<file path="src/design/spem_pkg.sv">
// Shared types, constants and arithmetic helpers for the separable power edge mask.
`default_nettype none
package spem_pkg;

    localparam int DIM_W       = 13;
    localparam int MU_W        = 5;
    localparam int PIX_W       = 16;
    localparam int OUT_W       = 18;
    localparam int QUO_W       = 17;
    localparam int RAT_W       = 18;
    localparam int FAC_W       = 19;
    localparam int REM_W       = 32;
    localparam int DIV_STAGES  = QUO_W;
    localparam int POW_STAGES  = (1 << MU_W) - 1;
    localparam int CFG_IDX_W   = 2;
    localparam int QUEUE_DEPTH = 4;

    localparam int DEFAULT_MAX_DIMENSION = 4096;
    localparam int DIM_LIMIT             = (1 << DIM_W) - 1;

    localparam logic [DIM_W-1:0] RESET_WIDTH    = DIM_W'(512);
    localparam logic [DIM_W-1:0] RESET_HEIGHT   = DIM_W'(512);
    localparam logic [MU_W-1:0]  RESET_EXPONENT = MU_W'(2);

    localparam logic [CFG_IDX_W-1:0] REG_WIDTH    = CFG_IDX_W'(0);
    localparam logic [CFG_IDX_W-1:0] REG_HEIGHT   = CFG_IDX_W'(1);
    localparam logic [CFG_IDX_W-1:0] REG_EXPONENT = CFG_IDX_W'(2);

    typedef struct packed {
        logic signed [PIX_W-1:0] pix;
        logic                    last;
        logic                    x_neg;
        logic [DIM_W-1:0]        x_mag;
        logic                    y_neg;
        logic [DIM_W-1:0]        y_mag;
    } entry_t;

    typedef struct packed {
        logic [REM_W-1:0] rem;
        logic [QUO_W-1:0] quo;
        logic             neg;
    } div_axis_t;

    typedef struct packed {
        logic signed [RAT_W-1:0] ratio;
        logic signed [RAT_W-1:0] pw;
    } pow_axis_t;

    function automatic logic [DIM_W-1:0] clamp_dim(input logic [DIM_W-1:0] v,
                                                   input logic [DIM_W:0]   hi);
        logic [DIM_W-1:0] r;
        r = v;
        if (v < DIM_W'(2))
            r = DIM_W'(2);
        else if ({1'b0, v} > hi)
            r = hi[DIM_W-1:0];
        return r;
    endfunction

    function automatic logic signed [RAT_W-1:0] rnd16(input logic signed [2*RAT_W-1:0] v);
        logic [2*RAT_W-1:0] mag;
        logic [2*RAT_W-1:0] q;
        logic [RAT_W-1:0]   t;
        mag = v[2*RAT_W-1] ? (~v + 1'b1) : v;
        q   = (mag + (2*RAT_W)'(32768)) >> 16;
        t   = q[RAT_W-1:0];
        return $signed(v[2*RAT_W-1] ? (~t + 1'b1) : t);
    endfunction

endpackage
`default_nettype wire

</file>
<file path="src/design/spem_queue.sv">
// Short queue decoupling the front end from the arithmetic back end.
`default_nettype none
module spem_queue (
    input  wire logic             clk,
    input  wire logic             rst_n,
    input  wire logic             push,
    input  wire spem_pkg::entry_t push_entry,
    input  wire logic             pop,
    output logic                  full,
    output logic                  valid,
    output spem_pkg::entry_t      head
);

    localparam int PTR_W = $clog2(spem_pkg::QUEUE_DEPTH);

    spem_pkg::entry_t mem_reg [spem_pkg::QUEUE_DEPTH];
    logic [PTR_W-1:0] wr_ptr_reg, rd_ptr_reg;
    logic [PTR_W:0]   count_reg, count_next;

    assign full  = count_reg == (PTR_W+1)'(spem_pkg::QUEUE_DEPTH);
    assign valid = count_reg != '0;
    assign head  = mem_reg[rd_ptr_reg];

    always_comb
    begin
        count_next = count_reg;
        if (push && !pop)
            count_next = count_reg + 1'b1;
        else if (pop && !push)
            count_next = count_reg - 1'b1;
    end

    always_ff @(posedge clk)
    begin
        if (push)
            mem_reg[wr_ptr_reg] <= push_entry;
    end

    always_ff @(posedge clk or negedge rst_n)
    begin
        if (!rst_n)
        begin
            wr_ptr_reg <= '0;
            rd_ptr_reg <= '0;
            count_reg  <= '0;
        end
        else
        begin
            if (push)
                wr_ptr_reg <= wr_ptr_reg + 1'b1;
            if (pop)
                rd_ptr_reg <= rd_ptr_reg + 1'b1;
            count_reg <= count_next;
        end
    end

endmodule
`default_nettype wire

</file>
<file path="config.mk">
export PLATFORM = sky130hd
export DESIGN_NAME = spem_queue
export DESIGN_NICKNAME = d
export VERILOG_FILES = /design/src/design/spem_pkg.sv /design/src/design/spem_queue.sv
export SDC_FILE = /design/constraint.sdc
export NUM_CORES = 1
export LEC_CHECK = 0
export ABC_AREA = 1
export ABC_CLOCK_PERIOD_IN_PS = 4300
export CELL_PAD_IN_SITES_DETAIL_PLACEMENT = 1
export CELL_PAD_IN_SITES_GLOBAL_PLACEMENT = 1
export CORE_UTILIZATION = 55
export DETAILED_ROUTE_END_ITERATION = 12
export DONT_BUFFER_PORTS = 1
export PLACE_DENSITY = 0.86
export SLEW_MARGIN = 10
export SYNTH_ARGS = -nofsm -noshare
export SYNTH_HDL_FRONTEND = slang
export SYNTH_SLANG_ARGS = --single-unit
</file>
<file path="constraint.sdc">
create_clock -name clk -period 4.3 [get_ports clk]
set_input_delay 0.86 -clock clk [delete_from_list [all_inputs] [get_ports clk]]
set_output_delay 0.86 -clock clk [all_outputs]
set_load 0.03 [all_outputs]
</file>
* Word-level counts from Yosys, hierarchy flattened
Memory sizes are Yosys's and may differ from the RTL's.
Cells that the tools add are included.
** Word-level totals
- Memories kept :: 1
- Input bits :: 49
- Bits in writable memories :: 180
- Output and inout port bits :: 47
- Bits in registers :: 7
- Word-level logic and storage cells :: 19
** Memory list
- mem_reg :: depth 4, bits a word 45, read ports 1, clocked after memory_dff 0, write ports 1, line spem_queue.sv:16 : spem_pkg::entry_t mem_reg [spem_pkg::QUEUE_DEPTH];
** Cells by class
- Reduce and logical (&&, ||, !) cells :: 6
- $add $sub $neg :: 4
- Eq/ne operators :: 1
- Mux-type cells :: 4
** Operators by type and width (number)
- $mux W3 :: 2
- $add A2 B1 Y2 const B :: 2
- $add A3 B1 Y3 const B :: 1
- $eq A3 B3 Y1 const B :: 1
- $reduce_bool A3 Y1 :: 1
- $sub A3 B1 Y3 const B :: 1
- $logic_and A1 B1 Y1 :: 2
- $logic_not A1 Y1 :: 2
- $mux W1 :: 2
- $reduce_bool A2 Y1 :: 1

* Logic depth before layout (Yosys ltp)
- Word-level depth :: 4
- Gate-level depth with buffers :: 9
- Depth with buffers taken out :: 9

* Worst setup path before layout
Ideal clock, no wire load.
- Kind :: input port to flip-flop
- Start point :: input port push
- End point :: memory mem_reg[0][0] (netlist bit), enable pin
- Library setup time :: 0.399 ns
- Cell stages on the path :: 3
- Setup slack :: 1.868 ns
- Arrival time :: 2.033 ns
- Path through :: clkbuf_1 -> nand2_1 -> inv_1
** Between the ends
- Cells in the longest elaborated chain, start to end :: 2
** Ends and longest elaborated chain
- start: declaration :: line spem_queue.sv:6 : input wire logic push,
- $mux W1 :: line spem_queue.sv:35 : if (push)
- $mux W1 (not written as such) :: line spem_queue.sv:36 : mem_reg[wr_ptr_reg] <= push_entry;
- end: declaration :: line spem_queue.sv:16
Every way passes these cells.

==> run metrics <==
outcome finished clean; VDD IR max 0.000401 V; met1 usage 0.258; fill count 1269; Mapped Cells 573; setup tns final 0 ns; Max Freq 0.307 GHz; CTS sink count 187; GRT Total Usage 0.232; global route overflow 0; Final Instance Area 0.00826 sq mm; slowest stage cell, crit path dfrtp_4; layout cells sized above 1 0.0757; fraction of registers with async set/reset 0.0374; Clk pin slew, worst setup/hold paths 0.07 ns; Mapped Area 0.00764 sq mm; Final Hold Viols 0; worst-margin pin slew 1.17 ns; die width 120 um; routing usage on met3 0.0775; I/O Buffers 0; crit share post-route 0.758; Netlist cell types 20; slowest cell delay on critical path 1.03 ns; P&R area growth vs syn 8.16%; Yosys reg bits 187; Max Cap Violations 0; Mapped Nets 628; CP Cell Sequence buf_4 -> o211ai_1 -> nand2_1; Static Leakage 3.18 nW; Final Skew 0.00940 ns; Initial DRT Pass Iterations 4; number of inserted diodes 0; H-Tree Depth 4; initial core utilization 0.570; post-route ant nets 0; placeable core region 0.0134 sq mm; Post-CTS Resized 0; # IOs 96; initial antenna violation count 0; Row Count 42; die area 0.0144 sq mm; # hold bufs at CTS 0; CP Data Required Time 3.44 ns; Post-synth EDFFs 180; GRT busiest layer met2; Synth area leaders edfxtp_1 71%, o211ai_1 8.7%, nand2_1 7.3%; met2 usage 0.405; CP max FO 94; # DRC 0; max-slew violation count 0; crit path launch type flop; Primary FF master, synth edfxtp_1; detailed placer's ending HPWL 9340 um; min cycle time layout 3.26 ns; final WL 15500 um; Seq/Total Area, Yosys 0.731; Arr. time, crit path 2.40 ns; nature of the critical path endpoint primary output; initial DRC count 284; most frequent cells after synthesis 180 x edfxtp_1, 149 x nand2_1, 101 x inv_1; Die Ht 120 um; relative slew slack 0.220; dominant cell type by area after synthesis edfxtp_1; Pwr Density 767 mW/mm^2; min-delay worst type in -> async; CTS root buffer clkbuf_16; critical path class reg -> out; Yosys warning total 0; Setup-failing EPs final 0; largest net degree at the start of global routing 95; CTS tree yes; share of the synthesized area in the top cell type 0.708; count leader, synth edfxtp_1; number of global-route vias before repair 4467; RePlAce Congestion 0.668; Post CTS Setup Buffer Count 0; max FFs per register 180; clk_lat worst skew 0.43 ns; global-route wire length before repair 23900 um; CTS Buffer Depth 2; Placed Area 0.00764 sq mm; wire per inst 20.4 um; RSZ-0062 raised after global routing false; via count 4163; DR vias/cell 5.50; Syn Area/Cell 13.3 sq um; nets 623; Inserted Clock Buffers 17
-- metal layers --
metal	vias up	wire [um]
li1	1963	-
met1	2087	5990
met2	97	8340
met3	16	927
met4	0	206
met5	-	0
-- per-stage QoR --
stage                     setup WS [ns]  hold slack [ns]   util  power [mW]  cells
after CTS                          1.02           0.0951  0.616        6.41    757
final                              1.04            0.114  0.616        6.33    757
after detailed placement           1.49            0.469  0.570        4.77    725
after floorplan                    1.87            0.442      -        4.49    573
after global placement             1.60            0.458  0.570        4.63    725
after global routing              0.885           0.0987  0.616        6.63    757
-- layout make-up --
cell class | count | area (sq um) | area share
Sequential cell | 187 | 5590 | 0.676
Multi-Input combinational cell | 254 | 1390 | 0.168
Clock buffer | 18 | 429 | 0.0520
Inverter | 102 | 385 | 0.0467
Tap cell | 176 | 220 | 0.0267
Clock inverter | 14 | 194 | 0.0235
Timing Repair Buffer | 6 | 57.6 | 0.00697
-- worst max-delay path, delay by kind of cell (launching register included) --
kind                   cells  cell delay [ns]
AO/OA/AOI/OAI              1             0.16
buffers and inverters      1             0.44
flip-flops                 1             1.03
AND/OR/NAND/NOR            1             0.30
-- cells in the final DEF, fill, tap and decap left out, drive strengths merged, types with 3 or more instances in the layout --
master and count:
edfxtp 180, nand2 149, inv 105, o211ai 90, clkbuf 18, dfrtp 7
buf 6, ha 5, bufinv 4, clkinv 4, xor2 3, clkinvlp 3
-- cell families (layout without fill, tap and decap cells) --
logic type,count (synthesis),in the layout,share of synthesized area
adder cells (fa/ha/maj),6,6,0.0108
AND/OR/NAND/NOR,153,153,0.0759
flip-flops,187,187,0.731
XOR/XNOR,4,4,0.00459
buffers and inverters,132,140,0.0875
AO/OA/AOI/OAI,91,91,0.0904
-- power by group --
part	switching (mW)	leakage, nW	internal (mW)
combinational	1.62	1.15	0.419
sequential	0.273	1.73	2.39
clock	0.655	0.293	0.975
-- final timing paths --
check / start / depth (start not counted) / to / slack [ns]
setup / recovery: rd_ptr_reg[0] / 3 / head[44] / 1.04
setup reg to reg: wr_ptr_reg[0] / 4 / mem_reg[0][15] / 2.30
hold / removal: rst_n / 0 / count_reg[2] / 0.11
min in group clk: count_reg[2] / 2 / count_reg[2] / 0.48
hold reg to reg: count_reg[2] / 2 / count_reg[2] / 0.48
max in group asynchronous: rst_n / 0 / rd_ptr_reg[0] / 4.10
(Power assumes the default switching activity.)
