## src/design/spem_pkg.sv

```systemverilog
// Shared types, constants and arithmetic helpers for the separable power edge mask.
`default_nettype none
package spem_pkg;

    localparam int DIM_W       = 13;
    localparam int MU_W        = 5;
    localparam int PIX_W       = 16;
    localparam int OUT_W       = 18;
    localparam int QUO_W       = 17;
    localparam int RAT_W       = 18;
    localparam int FAC_W       = 19;
    localparam int REM_W       = 32;
    localparam int DIV_STAGES  = QUO_W;
    localparam int POW_STAGES  = (1 << MU_W) - 1;
    localparam int CFG_IDX_W   = 2;
    localparam int QUEUE_DEPTH = 4;

    localparam int DEFAULT_MAX_DIMENSION = 4096;
    localparam int DIM_LIMIT             = (1 << DIM_W) - 1;

    localparam logic [DIM_W-1:0] RESET_WIDTH    = DIM_W'(512);
    localparam logic [DIM_W-1:0] RESET_HEIGHT   = DIM_W'(512);
    localparam logic [MU_W-1:0]  RESET_EXPONENT = MU_W'(2);

    localparam logic [CFG_IDX_W-1:0] REG_WIDTH    = CFG_IDX_W'(0);
    localparam logic [CFG_IDX_W-1:0] REG_HEIGHT   = CFG_IDX_W'(1);
    localparam logic [CFG_IDX_W-1:0] REG_EXPONENT = CFG_IDX_W'(2);

    typedef struct packed {
        logic signed [PIX_W-1:0] pix;
        logic                    last;
        logic                    x_neg;
        logic [DIM_W-1:0]        x_mag;
        logic                    y_neg;
        logic [DIM_W-1:0]        y_mag;
    } entry_t;

    typedef struct packed {
        logic [REM_W-1:0] rem;
        logic [QUO_W-1:0] quo;
        logic             neg;
    } div_axis_t;

    typedef struct packed {
        logic signed [RAT_W-1:0] ratio;
        logic signed [RAT_W-1:0] pw;
    } pow_axis_t;

    function automatic logic [DIM_W-1:0] clamp_dim(input logic [DIM_W-1:0] v,
                                                   input logic [DIM_W:0]   hi);
        logic [DIM_W-1:0] r;
        r = v;
        if (v < DIM_W'(2))
            r = DIM_W'(2);
        else if ({1'b0, v} > hi)
            r = hi[DIM_W-1:0];
        return r;
    endfunction

    function automatic logic signed [RAT_W-1:0] rnd16(input logic signed [2*RAT_W-1:0] v);
        logic [2*RAT_W-1:0] mag;
        logic [2*RAT_W-1:0] q;
        logic [RAT_W-1:0]   t;
        mag = v[2*RAT_W-1] ? (~v + 1'b1) : v;
        q   = (mag + (2*RAT_W)'(32768)) >> 16;
        t   = q[RAT_W-1:0];
        return $signed(v[2*RAT_W-1] ? (~t + 1'b1) : t);
    endfunction

endpackage
`default_nettype wire

```

## src/design/spem_front.sv

```systemverilog
// Front end: raster position tracking and distance-from-center classification.
`default_nettype none
module spem_front #(
    parameter int MAX_DIMENSION = spem_pkg::DEFAULT_MAX_DIMENSION
) (
    input  wire logic                              clk,
    input  wire logic                              rst_n,
    input  wire logic                              in_valid,
    input  wire logic signed [spem_pkg::PIX_W-1:0] pixel_value,
    input  wire logic                              q_full,
    input  wire logic [spem_pkg::DIM_W-1:0]        width,
    input  wire logic [spem_pkg::DIM_W-1:0]        height,
    output logic                                   in_stall,
    output logic                                   push,
    output spem_pkg::entry_t                       entry
);

    localparam int POS_W = (MAX_DIMENSION > 8192) ? spem_pkg::DIM_W : $clog2(MAX_DIMENSION);

    logic [POS_W-1:0] col_pos_reg, col_pos_next;
    logic [POS_W-1:0] row_pos_reg, row_pos_next;

    logic [spem_pkg::DIM_W-1:0] col, row, wm1, hm1, cx, cy;
    logic                       last;

    assign in_stall = q_full;
    assign push     = in_valid && !q_full;

    always_comb
    begin
        wm1 = width - 1'b1;
        hm1 = height - 1'b1;
        cx  = width >> 1;
        cy  = height >> 1;
        col = (spem_pkg::DIM_W'(col_pos_reg) < width)  ? spem_pkg::DIM_W'(col_pos_reg) : wm1;
        row = (spem_pkg::DIM_W'(row_pos_reg) < height) ? spem_pkg::DIM_W'(row_pos_reg) : hm1;
        last         = 1'b0;
        col_pos_next = POS_W'(col + 1'b1);
        row_pos_next = POS_W'(row);
        if (col >= wm1)
        begin
            col_pos_next = '0;
            if (row >= hm1)
            begin
                row_pos_next = '0;
                last         = 1'b1;
            end
            else
            begin
                row_pos_next = POS_W'(row + 1'b1);
            end
        end
        entry.pix   = pixel_value;
        entry.last  = last;
        entry.x_neg = col < cx;
        entry.x_mag = (col < cx) ? (cx - col) : (col - cx);
        entry.y_neg = row < cy;
        entry.y_mag = (row < cy) ? (cy - row) : (row - cy);
    end

    always_ff @(posedge clk or negedge rst_n)
    begin
        if (!rst_n)
        begin
            col_pos_reg <= '0;
            row_pos_reg <= '0;
        end
        else if (push)
        begin
            col_pos_reg <= col_pos_next;
            row_pos_reg <= row_pos_next;
        end
    end

endmodule
`default_nettype wire

```

## config.mk

```make
export PLATFORM = sky130hd
export DESIGN_NAME = spem_front
export DESIGN_NICKNAME = d
export VERILOG_FILES = /design/src/design/spem_pkg.sv /design/src/design/spem_front.sv
export SDC_FILE = /design/constraint.sdc
export NUM_CORES = 1
export LEC_CHECK = 0
export BUFFER_PORTS_ARGS = -buffer_cell sky130_fd_sc_hd__buf_4
export CORE_AREA = 2 2 129 131
export CTS_CLUSTER_DIAMETER = 100
export DETAILED_ROUTE_END_ITERATION = 10
export DIE_AREA = 0 0 131 133
export PLACE_DENSITY_LB_ADDON = 0.08
export SYNTH_ARGS = -nofsm -noshare
export SYNTH_HDL_FRONTEND = slang
export SYNTH_SLANG_ARGS = --single-unit
```

## constraint.sdc

```tcl
create_clock -name clk -period 7.79 [get_ports clk]
set_clock_uncertainty 0.15 [all_clocks]
set_input_delay 1.1685 -clock clk [delete_from_list [all_inputs] [get_ports clk]]
set_output_delay 1.1685 -clock clk [all_outputs]
set_load 0.02 [all_outputs]
```

Word-level counts from Yosys, hierarchy flattened --
Cells that the tools add are included.
Storage, ports and cells: word-level logic and storage cells 27, bits in registers 24, output and inout bits 47
Cells by class: muxes and demuxes 9, magnitude comparators 6, reduce and logical (&&, ||, !) cells 2, $add $sub $neg 8
Operator list (count):
- 2-to-1 mux 13 bit | 4
- 2-to-1 mux 12 bit | 3
- greater-or-equal comparator 13 bit | 2
- < comparator 12 x 13 -> 1 bit | 2
- < comparator 13 x 12 -> 1 bit | 2
- subtractor 12 x 13 -> 13 bit | 2
- subtractor 13 x 1 -> 13 bit (second input constant) | 2
- subtractor 13 x 12 -> 13 bit | 2
- adder 12 x 1 -> 12 bit (second input constant) | 2
- 2-to-1 mux 1 bit | 2
- logical AND 1 bit | 1
- logical NOT 1 bit | 1

Logic depth before layout (Yosys ltp) --
word-level depth 5, mapped depth 23, mapped depth without buffers 21

Worst setup path before layout --
OpenSTA, ideal clock, no wires.
path kind input-to-output, from in height[11] (netlist name), to out entry[3] (netlist name), cell stages on the path 20, path slack 0.679 ns, required time 6.471 ns, arrival time 5.792 ns, path through inv_1 ha_1 nand2_1 or3_1 a2111oi_0 nor3_1 buf_2 buf_2 mux2i_1 inv_1 ha_1 nand2b_1 a21oi_1 nor3_1 o221ai_1 a2111oi_2 buf_2 buf_2 mux2i_1 xor2_1
RTL lines:
- start, declared | line spem_front.sv:12 | input wire logic [spem_pkg::DIM_W-1:0] height,
- end, declared | line spem_front.sv:15 | output spem_pkg::entry_t entry

==> Flow_metrics.wiki <==
{| class="wikitable"
! Metric !! Value
|-
| Insertion delay to the later sink of the worst-skew pair || 250 ps
|-
| Initial antenna violation count || 0
|-
| Number of remaining DRC errors || 0
|-
| Post-cts gate resize count || 0
|-
| Post-CTS Hold Fix Bufs || 0
|-
| Via count of the routed design || 5067
|-
| Cell at the slowest stage of the critical path || a2111oi_4
|-
| Maximum buffer depth of the clock tree || 2
|-
| Die W || 131 um
|-
| Total nets after synthesis || 858
|-
| Routed Antenna Nets || 0
|-
| Highest achievable clock rate || 138 MHz
|-
| Dominant synthesized flop cell || dfrtp_1
|-
| Path depth of the worst reg2reg path || 17
|-
| Cell chosen for the clock root || clkbuf_16
|-
| Most used cell, CP || buf_4
|-
| Cell breakdown of the critical path || buf_4 > inv_1 > ha_1 > a2111oi_0 > a2111oi_0 > buf_4 > nor3_2 > buf_12 > mux2_2 > inv_1 > ha_1 > o21ai_0 > a21oi_1 > nor3_1 > o221ai_1 > a2111oi_4 > buf_4 > mux2i_1 > o21ai_0 > a21oi_1 > xor2_1 > buf_4
|-
| CP Launch Type || input pin
|-
| Clock sinks || 24
|-
| Number of nets in the layout || 910
|-
| Number of maximum-capacitance constraint violations || 0
|-
| Total Neg Setup Slack || 0 ps
|-
| CTS clk-pin slew, worst paths || 60 ps
|-
| Routed wire per std cell || 15.4 um
|-
| Combinational family with the most area after synthesis || adder cells
|-
| Final wirelength || 15100 um
|-
| Top-Level Pins || 93
|-
| Placed Cells || 975
|-
| Die Outline Area || 17400 sq um
|-
| Critical register-to-register path startpoint || row_pos_reg[11]$_DFFE_PN0P_
|-
| Final setup violating endpoints || 0
|-
| H-tree depth || 1
|-
| Area growth from synthesis to layout || 14.3%
|-
| Start point of the worst hold path || col_pos_reg[9]$_DFFE_PN0P_
|-
| Largest driver fanout on the critical path || 22
|-
| Area of the placeable core || 16200 sq um
|-
| Via count of the first global-routing pass || 5200
|-
| Status || complete, no violations
|-
| First-pass GRT wire length || 25100 um
|-
| # Post-CTS Setup Buffers || 0
|-
| Number of distinct library cells after synthesis || 63
|-
| Total power consumption of the routed design || 1.73 mW
|-
| Total gr overflow || 0
|-
| Synthesized-area fraction occupied by xor and xnor cells || 9.32%
|-
| Yosys Warn Count || 0
|-
| Diode count || 0
|-
| Compound-cell area share of the yosys netlist || 21.7%
|-
| Clock period minus worst slack || 7230 ps
|-
| Total count of max-transition violations in the final report || 0
|-
| Final estimated routing congestion in global placement || 0.840
|-
| Simple-gate share of the synthesized area || 17.4%
|-
| Total of flip-flops plus latches after synthesis || 24
|-
| Finished Layout Cells || 980
|-
| Die Y || 133 um
|-
| Number of gates on the worst path with buffers counted || 22
|-
| Tightest Pin Transition || 598 ps
|-
| Critical path capture point || entry[12]
|-
| Hold Vio Cnt, Final || 0
|-
| Setup slack of the most critical reg-to-reg path || 2980 ps
|-
| Class of the worst hold path || flip-flop to flip-flop
|-
| CTS tree || yes
|-
| DRT iter0 DRCs || 127
|-
| Critical Path Max Stage Delay || 450 ps
|-
| Tightest slew margin relative to the limit || 59.7%
|-
| Synthesized area per cell || 7.81 sq um
|-
| RSZ-0062 raised after global routing || false
|-
| Layout filler cell count || 1722
|-
| Leakage power total || 3.21 nW
|-
| Initial core utilization || 34.3%
|-
| DPL Wire Length || 12900 um
|-
| Share of synthesized cell area in full adder, half adder and majority cells || 23.6%
|-
| Launching instance or port of the critical path || height[1]
|-
| Commonest non-fill, non-tap cell in the layout || ha_1
|-
| Fraction of layout cells with a size suffix above 1 || 14.3%
|-
| Worst setup EP type || output port
|-
| Count of buffer and inverter cells on the critical path || 7
|-
| Leading cell types in the layout, fill and taps excluded || ha_1 (98), buf_4 (83), inv_1 (81), a21oi_1 (54), nand2_1 (48)
|-
| Proportion of synthesized area in mux cells || 7.67%
|-
| Worst-case vdd ir drop || 140 uV
|-
| Post-DR vias/cell || 5.17
|-
| Total iterations of the first detailed-routing run || 4
|-
| Data arrival time at the worst-slack endpoint || 5920 ps
|-
| Critical path's top delay family || compound AO/OA/AOI/OAI gates
|-
| Pin count of the biggest net entering global routing || 30
|-
| Core occupancy in the finished layout || 39.2%
|-
| Gate count of the mapped netlist || 710
|-
| Sequential share of the synthesized area || 10.8%
|-
| Number of enable flip-flop cells after synthesis || 0
|-
| Worst reg2reg path endpoint || row_pos_reg[11]$_DFFE_PN0P_
|-
| Power density relative to cell area || 273 nW/um^2
|-
| Required arrival time at the worst endpoint || 6470 ps
|-
| WS Path Type || input pin to output port
|-
| Number of buffers created by CTS || 3
|-
| Rows || 47
|-
| Final worst path period share || 92.9%
|-
| Async set-reset flop share out of synthesis || 100%
|-
| Mapped cell area || 5540 sq um
|-
| Total Routing Usage GR || 17.5%
|-
| Total of buffers placed on input and output ports || 60
|}
==> tightest hold or removal path: cells and delay by family, from the launching register on <==
kind	cells	cell delay, ps
DFF	1	370
and+or+nand+nor	1	60
AOI/OAI and AO/OA	1	60
==> cell usage after synthesis, types with 16 or more instances <==
cell type / instances / share of area (%)
a21oi_1: 54 / 4.9
ha_1: 98 / 22
nor2_1: 34 / 2.3
o21ai_0: 37 / 3.3
inv_1: 81 / 5.5
mux2i_1: 29 / 5.2
buf_4: 18 / 2.4
nor3_1: 17 / 1.5
a22o_1: 16 / 2.5
nand3_1: 22 / 2.0
nand2_1: 48 / 3.2
dfrtp_1: 24 / 11
xnor2_1: 44 / 7.0
==> worst min path at each step <==
| stage | to | slack, ps | cells after the start |
|---|---|---|---|
| finish | col_pos_reg[9]$_DFFE_PN0P_ | 370 | 2 |
| global route | col_pos_reg[10]$_DFFE_PN0P_ | 430 | 2 |
| CTS | col_pos_reg[9]$_DFFE_PN0P_ | 380 | 2 |
| detailed placement | col_pos_reg[9]$_DFFE_PN0P_ | 370 | 2 |
| global placement | col_pos_reg[9]$_DFFE_PN0P_ | 370 | 2 |
| floorplan | col_pos_reg[10]$_DFFE_PN0P_ | 320 | 2 |
==> layout make-up <==
type                       count  area (sq um)  share of cell area (%)
clock buffer                   3          75.1                    1.19
multi-input combinational    568          4440                    70.0
timing repair buffer          84           643                    10.2
sequential                    24           601                    9.48
inverter                      81           304                    4.80
tap                          220           275                    4.35
==> per-stage QoR <==
| step | worst slack (ps) | area, sq um | hold WS [ps] |
|---|---|---|---|
| floorplan | 679 | 5540 | 324 |
| global placement | 444 | 6240 | 366 |
| detailed placement | 291 | 6240 | 370 |
| CTS | 281 | 6320 | 384 |
| global route | 190 | 6330 | 432 |
| finish | 556 | 6330 | 373 |
==> logic make-up (layout without fill, tap and decap cells) <==
| group | count (synthesis) | after routing |
|---|---|---|
| xor+xnor | 59 | 59 |
| compound gates | 180 | 180 |
| mux | 41 | 41 |
| buf+inv | 118 | 168 |
| simple gates | 186 | 186 |
| flops | 24 | 24 |
| fa+ha+maj | 102 | 102 |
==> layer usage <==
layer	routed length [um]	share of wire, %	up-vias	global-route usage, %
met2	7590	50	91	32.4
li1	-	-	2618	-
met3	422	2.8	14	0.849
met1	6870	45	2344	22.1
met4	233	1.5	0	4.14
met5	0	0	-	0
==> report_power, final <==
part           internal [mW]  total (mW)  switching [mW]
logic                  0.630        1.42           0.793
registers              0.157       0.197          0.0399
clock network         0.0678       0.107          0.0396
(Power assumes the default switching activity.)
